===== config.mk =====
export PLATFORM = sky130hd
export DESIGN_NAME = shared_buffer_multi_queue
export DESIGN_NICKNAME = d
export VERILOG_FILES = /design/src/rtl/sbmq_pkg.sv /design/src/rtl/sbmq_ram.sv /design/src/rtl/shared_buffer_multi_queue.sv
export SDC_FILE = /design/constraint.sdc
export NUM_CORES = 1
export LEC_CHECK = 0
export BUFFER_PORTS_ARGS = -buffer_cell sky130_fd_sc_hd__clkbuf_2
export CORE_ASPECT_RATIO = 2
export CORE_MARGIN = 8
export CORE_UTILIZATION = 50
export DETAILED_ROUTE_END_ITERATION = 7
export MAX_ROUTING_LAYER = met4
export PLACE_DENSITY = 0.77
export SLEW_MARGIN = 15
export SYNTH_ARGS = -nofsm -noshare
export SYNTH_HDL_FRONTEND = slang
export SYNTH_HIERARCHICAL = 1
export SYNTH_SLANG_ARGS = --single-unit

===== constraint.sdc =====
create_clock -name clk -period 10.8 [get_ports clk]
set_input_delay 1.08 -clock clk [delete_from_list [all_inputs] [get_ports clk]]
set_output_delay 1.08 -clock clk [all_outputs]
set_load 0.03 [all_outputs]

===== src/rtl/sbmq_pkg.sv =====
// Package with the word types and status codes of the shared-buffer multi-queue.
`default_nettype none

package sbmq_pkg;

  localparam logic ACT_ENQ = 1'b0;
  localparam logic ACT_DEQ = 1'b1;

  localparam logic [1:0] STATUS_DONE  = 2'd0;
  localparam logic [1:0] STATUS_FULL  = 2'd1;
  localparam logic [1:0] STATUS_EMPTY = 2'd2;

  typedef struct packed {
    logic               action;
    logic        [1:0]  queue_id;
    logic signed [31:0] push_value;
  } req_t;

  typedef struct packed {
    logic        [1:0]  status;
    logic signed [31:0] pop_value;
  } rsp_t;

endpackage

`default_nettype wire


===== src/rtl/sbmq_ram.sv =====
// Simple dual-port synchronous RAM with one write port and one registered read port.
`default_nettype none

module sbmq_ram #(
  parameter int WIDTH = 8,
  parameter int DEPTH = 8,
  parameter int AW    = 3
) (
  input  wire logic             clk,
  input  wire logic             we,
  input  wire logic [AW-1:0]    wa,
  input  wire logic [WIDTH-1:0] wd,
  input  wire logic [AW-1:0]    ra,
  output logic      [WIDTH-1:0] rd
);

  logic [WIDTH-1:0] mem [DEPTH];

  // A read at the address being written returns the old contents.
  always_ff @(posedge clk) begin
    if (we) begin
      mem[wa] <= wd;
    end
    rd <= mem[ra];
  end

endmodule

`default_nettype wire


===== src/rtl/shared_buffer_multi_queue.sv =====
// Top level of the shared-buffer multi-queue: control sequencer around three RAMs.
//
// QUEUE_COUNT FIFO queues share SLOT_COUNT slots. Each word on the request side
// enqueues push_value into queue queue_id or dequeues from it, and gives exactly one
// response word with a status and the dequeued value. Slot values, slot links and
// the per-queue head/tail table live in synchronous RAMs with a registered read
// port; the free-list head and a fill count of never-used slots are registers.
// An enqueue reads the table and link, then writes back; a dequeue reads the table,
// then reads link and value at the head slot, then writes back; a dequeue that finds
// its queue empty ends after the table read, and a refused request goes straight
// to its response step. The block handles one word at a time and holds its final
// step while the response register is still occupied and stalled.
// After reset, a clearing pass sets all QUEUE_COUNT queue table entries to empty,
// and no request is taken until it is over.
`default_nettype none

module shared_buffer_multi_queue
  import sbmq_pkg::*;
#(
  parameter int SLOT_COUNT  = 8,
  parameter int QUEUE_COUNT = 4,
  parameter int VALUE_WIDTH = 32
) (
  input  wire logic clk,
  input  wire logic rst,
  input  wire logic req_valid,
  output logic      req_stall,
  input  wire req_t req,
  output logic      rsp_valid,
  input  wire logic rsp_stall,
  output rsp_t      rsp
);

  localparam int LINK_W = $clog2(SLOT_COUNT + 1);
  localparam int SA_W   = $clog2(SLOT_COUNT);
  localparam int QID_W  = (QUEUE_COUNT > 1) ? $clog2(QUEUE_COUNT) : 1;
  localparam logic [LINK_W-1:0] NIL = LINK_W'(SLOT_COUNT);

  localparam logic [2:0] S_CLEAR = 3'd0;
  localparam logic [2:0] S_IDLE  = 3'd1;
  localparam logic [2:0] S_EB    = 3'd2;
  localparam logic [2:0] S_DB    = 3'd3;
  localparam logic [2:0] S_DC    = 3'd4;
  localparam logic [2:0] S_FAIL  = 3'd5;

  logic [2:0]             state;
  logic [2:0]             state_next;
  logic [QID_W-1:0]       clr_cnt;
  logic                   op;
  logic [QID_W-1:0]       q_reg;
  logic [VALUE_WIDTH-1:0] val_reg;
  logic [LINK_W-1:0]      free_head;
  logic [LINK_W-1:0]      fresh;

  // Queue table entries hold {head, tail}.
  logic [2*LINK_W-1:0]    q_rd;
  logic [LINK_W-1:0]      head_rd;
  logic [LINK_W-1:0]      tail_rd;
  logic [LINK_W-1:0]      link_rd;
  logic [VALUE_WIDTH-1:0] val_rd;

  logic [QID_W+1:0]       req_q_ext;
  logic [QID_W-1:0]       req_q_idx;
  logic                   req_q_ok;
  logic [VALUE_WIDTH+31:0] push_ext;
  logic [VALUE_WIDTH+31:0] pop_ext;

  logic                   accept;
  logic                   out_free;
  logic                   commit;
  logic [LINK_W-1:0]      link_ra_full;
  logic [QID_W-1:0]       q_ra;
  logic                   q_we;
  logic [QID_W-1:0]       q_wa;
  logic [2*LINK_W-1:0]    q_wd;
  logic                   link_we;
  logic [LINK_W-1:0]      link_wa_full;
  logic [LINK_W-1:0]      link_wd;
  logic                   val_we;
  logic                   virgin;
  logic [LINK_W-1:0]      next_free;
  logic [LINK_W-1:0]      new_head;
  logic [1:0]             status_c;
  logic [31:0]            pop_c;

  assign head_rd = q_rd[2*LINK_W-1:LINK_W];
  assign tail_rd = q_rd[LINK_W-1:0];

  assign req_q_ext = {{QID_W{1'b0}}, req.queue_id};
  assign req_q_idx = req_q_ext[QID_W-1:0];
  assign req_q_ok  = 32'(req.queue_id) < QUEUE_COUNT;
  assign push_ext  = {{VALUE_WIDTH{1'b0}}, req.push_value};
  assign pop_ext   = {32'b0, val_rd};

  assign req_stall = (state != S_IDLE);
  assign accept    = req_valid && (state == S_IDLE);
  assign out_free  = !rsp_valid || !rsp_stall;

  // Slots at or above the fill count were never taken, so their link was never
  // written; only the free head can be such a slot.
  assign virgin    = (free_head == fresh);
  assign next_free = virgin ? (fresh + LINK_W'(1)) : link_rd;
  assign new_head  = (head_rd == tail_rd) ? NIL : link_rd;

  always_comb begin
    commit = 1'b0;
    unique case (state)
      S_EB, S_DC, S_FAIL: commit = out_free;
      S_DB:               commit = out_free && (head_rd == NIL);
      default:            commit = 1'b0;
    endcase
  end

  assign q_ra         = (state == S_IDLE) ? req_q_idx : q_reg;
  assign link_ra_full = ((state != S_IDLE) && (op == ACT_DEQ)) ? head_rd : free_head;

  always_comb begin
    q_we         = 1'b0;
    q_wa         = q_reg;
    q_wd         = {NIL, NIL};
    link_we      = 1'b0;
    link_wa_full = tail_rd;
    link_wd      = free_head;
    val_we       = 1'b0;
    status_c     = STATUS_DONE;
    pop_c        = 32'b0;
    unique case (state)
      S_CLEAR: begin
        q_we = 1'b1;
        q_wa = clr_cnt;
      end
      S_EB: begin
        q_we    = commit;
        q_wd    = (head_rd == NIL) ? {free_head, free_head} : {head_rd, free_head};
        link_we = commit && (head_rd != NIL);
        link_wd = free_head;
        val_we  = commit;
      end
      S_DB: begin
        status_c = STATUS_EMPTY;
      end
      S_DC: begin
        q_we         = commit;
        q_wd         = {new_head, tail_rd};
        link_we      = commit;
        link_wa_full = head_rd;
        link_wd      = free_head;
        pop_c        = pop_ext[31:0];
      end
      S_FAIL: begin
        status_c = (op == ACT_DEQ) ? STATUS_EMPTY : STATUS_FULL;
      end
      default: begin
      end
    endcase
  end

  sbmq_ram #(
    .WIDTH (2 * LINK_W),
    .DEPTH (QUEUE_COUNT),
    .AW    (QID_W)
  ) u_queue_ram (
    .clk (clk),
    .we  (q_we),
    .wa  (q_wa),
    .wd  (q_wd),
    .ra  (q_ra),
    .rd  (q_rd)
  );

  sbmq_ram #(
    .WIDTH (LINK_W),
    .DEPTH (SLOT_COUNT),
    .AW    (SA_W)
  ) u_link_ram (
    .clk (clk),
    .we  (link_we),
    .wa  (link_wa_full[SA_W-1:0]),
    .wd  (link_wd),
    .ra  (link_ra_full[SA_W-1:0]),
    .rd  (link_rd)
  );

  sbmq_ram #(
    .WIDTH (VALUE_WIDTH),
    .DEPTH (SLOT_COUNT),
    .AW    (SA_W)
  ) u_value_ram (
    .clk (clk),
    .we  (val_we),
    .wa  (free_head[SA_W-1:0]),
    .wd  (val_reg),
    .ra  (head_rd[SA_W-1:0]),
    .rd  (val_rd)
  );

  always_comb begin
    state_next = state;
    unique case (state)
      S_CLEAR: begin
        if (clr_cnt == QID_W'(QUEUE_COUNT - 1)) begin
          state_next = S_IDLE;
        end
      end
      S_IDLE: begin
        if (accept) begin
          if (req.action == ACT_ENQ) begin
            state_next = (req_q_ok && (free_head != NIL)) ? S_EB : S_FAIL;
          end else begin
            state_next = req_q_ok ? S_DB : S_FAIL;
          end
        end
      end
      S_DB: begin
        if (head_rd == NIL) begin
          if (commit) begin
            state_next = S_IDLE;
          end
        end else begin
          state_next = S_DC;
        end
      end
      S_EB, S_DC, S_FAIL: begin
        if (commit) begin
          state_next = S_IDLE;
        end
      end
      default: state_next = S_IDLE;
    endcase
  end

  always_ff @(posedge clk) begin
    if (rst) begin
      state     <= S_CLEAR;
      clr_cnt   <= '0;
      free_head <= '0;
      fresh     <= '0;
      rsp_valid <= 1'b0;
    end else begin
      state <= state_next;
      if (state == S_CLEAR) begin
        clr_cnt <= clr_cnt + QID_W'(1);
      end
      if (commit && (state == S_EB)) begin
        free_head <= next_free;
        if (virgin) begin
          fresh <= fresh + LINK_W'(1);
        end
      end else if (commit && (state == S_DC)) begin
        free_head <= head_rd;
      end
      if (commit) begin
        rsp_valid <= 1'b1;
      end else if (rsp_valid && !rsp_stall) begin
        rsp_valid <= 1'b0;
      end
    end
  end

  always_ff @(posedge clk) begin
    if (accept) begin
      op      <= req.action;
      q_reg   <= req_q_idx;
      val_reg <= push_ext[VALUE_WIDTH-1:0];
    end
    if (commit) begin
      rsp.status    <= status_c;
      rsp.pop_value <= $signed(pop_c);
    end
  end

endmodule

`default_nettype wire

[Yosys cells after proc, flatten, opt, wreduce, memory -nomap -nowiden]
Memories as Yosys holds them, arrays and structs flattened. A register that Yosys moved wholly into a read port is not among the register bits.
Cells that the tools add are included.
Operators by class
  multiplexer cells: 31
  reductions and logical operators: 17
  add/sub/neg operators: 2
  eq/ne operators: 14
Operator list (count)
  $mux 3: 8
  $mux 4: 4
  $pmux 8 s2: 1
  $pmux 3 s4: 1
  $mux 1: 9
  $eq 4x4->1: 2
  $mux 8: 1
  $ne 4x4->1 const B: 2
  $logic_and 1x1->1: 7
  $eq 3x2->1 const B: 2
  $eq 3x3->1 const B: 2
  $mux 2: 3
  $pmux 1 s2: 3
  $add 4x1->4 const B: 1
  $eq 4x4->1 const B: 1
  $ne 2x2->1 const B: 2
  $pmux 2 s2: 1
  $reduce_and 2->1: 2
  $reduce_bool 2->1: 2
  $eq 3x1->1 const B: 1
  $logic_not 3->1: 1
  $ne 3x1->1 const B: 1
  $reduce_or 3->1: 1
  $add 2x1->2 const B: 1
  4 further kinds: 5
Storage, ports and cells
  bits in registers: 83
  output and inout port bits: 36
  memory bits (writable): 320
  memories: 3
Memories
  u_value_ram.mem: words 8, bits a word 32, read ports 1, clocked after memory_dff 1, write ports 1, line sbmq_ram.sv:17  | logic [WIDTH-1:0] mem [DEPTH];
  u_link_ram.mem: words 8, bits a word 4, read ports 1, clocked after memory_dff 1, write ports 1, line sbmq_ram.sv:17
  u_queue_ram.mem: words 4, bits a word 8, read ports 1, clocked after memory_dff 1, write ports 1, line sbmq_ram.sv:17

[Longest topological paths before layout]
  depth in word-level cells: 8
  depth in mapped cells: 8
  mapped depth without buffers: 6

[Modules after synthesis]
Netlist, hierarchy kept.
Modules (own cells, without submodules)
  sbmq_ram at u_value_ram: area an instance 10466.3 um^2, sequential area each 8328.0 um^2, cells an instance 415, times used 1
  shared_buffer_multi_queue: area an instance 3520.9 um^2, sequential area each 2352.3 um^2, cells an instance 262, times used 1
  sbmq_ram at u_link_ram: area an instance 1370.1 um^2, sequential area each 1041.0 um^2, cells an instance 63, times used 1
  sbmq_ram at u_queue_ram: area an instance 1348.8 um^2, sequential area each 1121.1 um^2, cells an instance 54, times used 1

[Worst setup path before layout]
OpenSTA, ideal clock, no wires.
  path kind: in2reg
  start point: in rsp_stall
  end point: mem u_value_ram/mem[4][0] (netlist bit), enable pin
  library setup time: 0.461 ns
  arrival time: 3.770 ns
  cell stages on the path: 5
  path slack: 6.569 ns
  data required time: 10.339 ns
  path through: nand2_1 -> nand2_4 -> clkinv_1 -> nand2_1 -> nor3_1
Between the ends
  cells in the longest elaborated chain, start to end: 7
Ends and longest elaborated chain
  start: declaration: line shared_buffer_multi_queue.sv:30  | input wire logic rsp_stall,
  $logic_not 1->1 (*): line shared_buffer_multi_queue.sv:97  | assign out_free = !rsp_valid || !rsp_stall;
  $logic_or 1x1->1 (*): line shared_buffer_multi_queue.sv:97
  $logic_and 1x1->1: line shared_buffer_multi_queue.sv:109  | S_DB: commit = out_free && (head_rd == NIL);
  $pmux 1 s2 (*): line shared_buffer_multi_queue.sv:107  | unique case (state)
  $mux 1 (*): line shared_buffer_multi_queue.sv:127  | unique case (state)
  net val_we: line shared_buffer_multi_queue.sv:79  | logic val_we;
  $mux 1 (*): line sbmq_ram.sv:21  | if (we) begin
  $mux 1 (implied by the code) (*): line sbmq_ram.sv:22  | mem[wa] <= wd;
  end: declaration: line sbmq_ram.sv:17
Mark *: on every way through the listed nets, which the timed path passes. The rest lies on a longest branch.

[Worst setup path after layout]
  start point: reg state[2]
  end point: mem u_link_ram/mem[0][3] (netlist bit), enable pin
Between the ends
  cells in the longest elaborated chain, start to end: 7
  elaborated cells between the ends (all ways): 11
  those cells by class: 4 x eq/ne; 5 x mux; 2 x reduce/logical
Ends and longest elaborated chain
  start: declaration: line shared_buffer_multi_queue.sv:46  | logic [2:0] state;
  start signal: assignment: line shared_buffer_multi_queue.sv:240  | state <= state_next;
  $eq 3x2->1, or another cell as far along: line shared_buffer_multi_queue.sv:107, shared_buffer_multi_queue.sv:127
  $reduce_or 3->1: line shared_buffer_multi_queue.sv:107
  $pmux 1 s2: line shared_buffer_multi_queue.sv:107
  $logic_and 1x1->1: line shared_buffer_multi_queue.sv:135  | link_we = commit && (head_rd != NIL);
  $pmux 1 s2 (*): line shared_buffer_multi_queue.sv:127
  net link_we: line shared_buffer_multi_queue.sv:76  | logic link_we;
  $mux 1 (*): line sbmq_ram.sv:21
  $mux 1 (implied by the code) (*): line sbmq_ram.sv:22
  end: declaration: line sbmq_ram.sv:17
Marked as above.

==> results.tsv <==
stage	metric	value	unit
status	outcome	complete, no violations	
final_layout	multi_input_area	3700	sq um
timing	drv_slew	0	
route	drt_pass1_iterations	4	
clock_network	clk_path_buf_depth	3	
floorplanning	io_pins	75	
pwr	combPwrFrac	9.5	%
place	io_buffers	74	
worst_hold_path	hp-class	register to register	
clock_network	cts_buffers	38	
setup_path	critPathArrivalTime	3.24	ns
final_layout	top_regs	u_value_ram/mem x256, rsp x34	
synth	netlist_area	16700	sq um
place	dp_hpwl	19.3	mm
clock_network	cts_tree	done	
clock_network	htreeDepth	2	
clock_network	clk_latency	0.55	ns
setup_path	end_kind	register	
synth	syn-num-nets	835	
floorplanning	die_height	275	um
synth	synth_top_area_cell	edfxtp_1	
timing	min_period	3.08	ns
final_layout	area_delta_synth_final	12.9	%
pwr	power.leakage	6.44	nW
synth	synth-compound-area-share	1.83	%
global_routing	grtUsageTotal	16.4	%
clock_network	cts_setup_buffers	0	
route	drc_errors	0	
route	drtIter0Drc	517	
place	pre_cts_slack	7.27	ns
synth	syn_inst	794	
synth	synth_xor_area_share	0.577	%
pwr	peakVddDrop	0.113	mV
final_layout	drive_above_1_share	26.3	%
synth	synth_edf_count	389	
pwr	power_frac_seq	53.0	%
synth	synth_ff_type	edfxtp_1	
route	vias_per_cell	5.79	
global_routing	antenna_found_initial	0	
setup_path	cp-start-kind	register	
setup_path	criticalPathCategory	register to register	
pwr	internal_power	2.97	mW
synth	async_flop_share	0	%
timing	tightestPinTransition	1.10	ns
global_routing	grt_overflow	0	
synth	ys_seq_area_share	76.9	%
final_layout	diodes	0	
synth	synth_cell_types	56	
route	post_drt_wl_per_cell	23.7	um
setup_path	cp_max_fo	37	
pwr	p_sw_share	21.6	%
pwr	net-switching-power	0.818	mW
clock_network	clk_pin_slew	0.07	ns
pwr	powerDensity	201	nW/um^2
synth	yosys_warnings	6	
route	postRouteAntennaNets	0	
clock_network	root_buffer	clkbuf_16	
floorplanning	die_w	145	um
final_layout	num-fill-cells	2383	
flow_run	max_cap_viol_count	0	
setup_path	critical_path_required	10.96	ns
floorplanning	dieArea	39900	sq um
timing	fin_skew	0.0250	ns
floorplanning	core-area	32900	sq um
synth	synth-seq-cells	447	
global_routing	grt_pass1_vias	8124	
timing	fin_ws	7.72	ns
clock_network	cts.sinks	447	
floorplanning	initial_core_util	50.7	%
synth	synth_top_family_by_area	multiplexers	
route	via_count	7783	
timing	setup-violations-final	0	
clock_network	cts-resized-gates	0	
final_layout	largest_reg_flops	256	
global_routing	grt_pass1_wl	47.7	mm
timing	grt_setup_unrepaired	no	
synth	synth_area_per_cell	21.0	sq um
timing	post-route-period-util	28.5	%
synth	synthSimpleGateAreaFrac	4.04	%
synth	synth_top_area_share	69.9	%
final_layout	final_nets	924	
pwr	clockPowerShare	37.4	%
place	place_congestion	0.780	
global_routing	grt_max_degree	72	
floorplanning	rows	94	
synth	synth_mux_area_share	15.1	%
timing	setup_tns	0	ns
timing	fmax	325	MHz
timing	hold_violations	0	
final_layout	regArea	12900	sq um
timing	relSlewSlack	26.5	%
clock_network	cts-hold-fix-buffers	0	
final_layout	regMostFlops	u_value_ram/mem	
route	wirelength	31.9	mm
synth	synth.area.top_cells	edfxtp_1 (70%), mux4_1 (7.5%), dfxtp_1 (7.0%)	
synth	synthAdderAreaFrac	0.150	%
==> worst paths after layout <==
path | start | slack, ns | to | cells past startpoint
setup / recovery | state[2]$_SDFFE_PP0P_ | 7.72 | u_link_ram/mem[0][3]$_DFFE_PP_ | 5
hold / removal | u_link_ram/rd[1]$_DFF_P_ | 0.52 | free_head[1]$_SDFFE_PP0P_ | 2
setup reg to reg | state[2]$_SDFFE_PP0P_ | 7.72 | u_link_ram/mem[0][3]$_DFFE_PP_ | 5
hold reg to reg | u_link_ram/rd[1]$_DFF_P_ | 0.52 | free_head[1]$_SDFFE_PP0P_ | 2
==> cell usage in the layout (no fill, tap or decap), drive strengths merged, types with 8 or more instances in the layout <==
| cell type | n |
|---|---|
| nand2 | 11 |
| a21oi | 14 |
| inv | 9 |
| and3 | 34 |
| edfxtp | 389 |
| clkbuf | 126 |
| nand2b | 8 |
| o21ai | 9 |
| clkinv | 10 |
| buf | 11 |
| mux2 | 46 |
| mux4 | 80 |
| nor2 | 24 |
| nand3 | 9 |
| dfxtp | 58 |
==> final cells by class <==
class / instances / area share, %
multi-input combinational: 304 / 19.6
tap: 432 / 2.87
sequential: 447 / 68.1
inverter: 7 / 0.139
timing repair buffer: 85 / 2.40
clock inverter: 18 / 1.37
clock buffer: 52 / 5.48
==> cells by family (layout without fill, tap and decap cells) <==
kind of cell	Yosys count	in the layout
AOI/OAI and AO/OA	46	46
xor gates and xnor gates	11	11
adders and majority gates	2	2
buffers and inverters	43	162
DFF	447	447
muxes	128	128
and+or+nand+nor	117	117
==> per-stage QoR <==
stage / power [mW] / hold WS (ns) / instance area (sq um) / utilization, % / cells
3_3_place_gp: 2.40 / 0.503 / 17600 / 53.3 / 1275
6_report: 3.79 / 0.517 / 18900 / 57.3 / 1345
3_5_place_dp: 2.41 / 0.509 / 17600 / 53.3 / 1275
2_1_floorplan: 2.32 / 0.460 / 16700 / - / 794
5_1_grt: 3.91 / 0.540 / 18900 / 57.3 / 1345
4_1_cts: 3.83 / 0.509 / 18900 / 57.3 / 1345
==> cells in the mapped netlist (2+ instances only) <==
cell,number
mux4_1,48
mux2i_1,2
nand2b_1,8
edfxtp_1,389
and3_1,34
and2_1,2
o21ai_0,9
mux4_2,32
nor4_1,2
xnor2_1,6
nand3_1,9
a22o_1,3
inv_1,6
nor3_1,7
buf_1,4
o31ai_1,2
o2bb2ai_1,3
nor3b_1,2
buf_2,10
and3b_1,2
a21oi_1,14
nand2_1,10
ha_1,2
nor2_1,24
or4_1,2
xor2_1,5
mux2_2,46
o221ai_1,2
or3_1,3
clkbuf_1,12
a311oi_1,2
nor2b_1,3
dfxtp_1,58
buf_6,9
==> power by group through the flow <==
stage | combinational [mW] | clock (mW) | sequential [mW]
5_1_grt | 0.387 | 1.50 | 2.02
4_1_cts | 0.367 | 1.45 | 2.01
6_report | 0.361 | 1.42 | 2.01
2_1_floorplan | 0.306 | 0 | 2.01
3_5_place_dp | 0.365 | 0 | 2.05
3_3_place_gp | 0.357 | 0 | 2.04
==> routing by layer <==
metal	vias to the layer above	GRT usage (%)	wire, um
met3	90	2.01	1270
met1	3999	16.4	11200
met4	0	9.06	1520
li1	3453	-	-
met5	-	-	0
met2	241	30.5	17800
==> critical path, cell delays in order, from the launching register on <==
cell and delay [ns]:
dfxtp_1 0.60, nor2b_4 0.86, nand2_1 0.19, a21boi_0 0.32
nand2b_1 0.20, nor3_1 0.52
No activity file was read; power rests on OpenSTA's default activity.
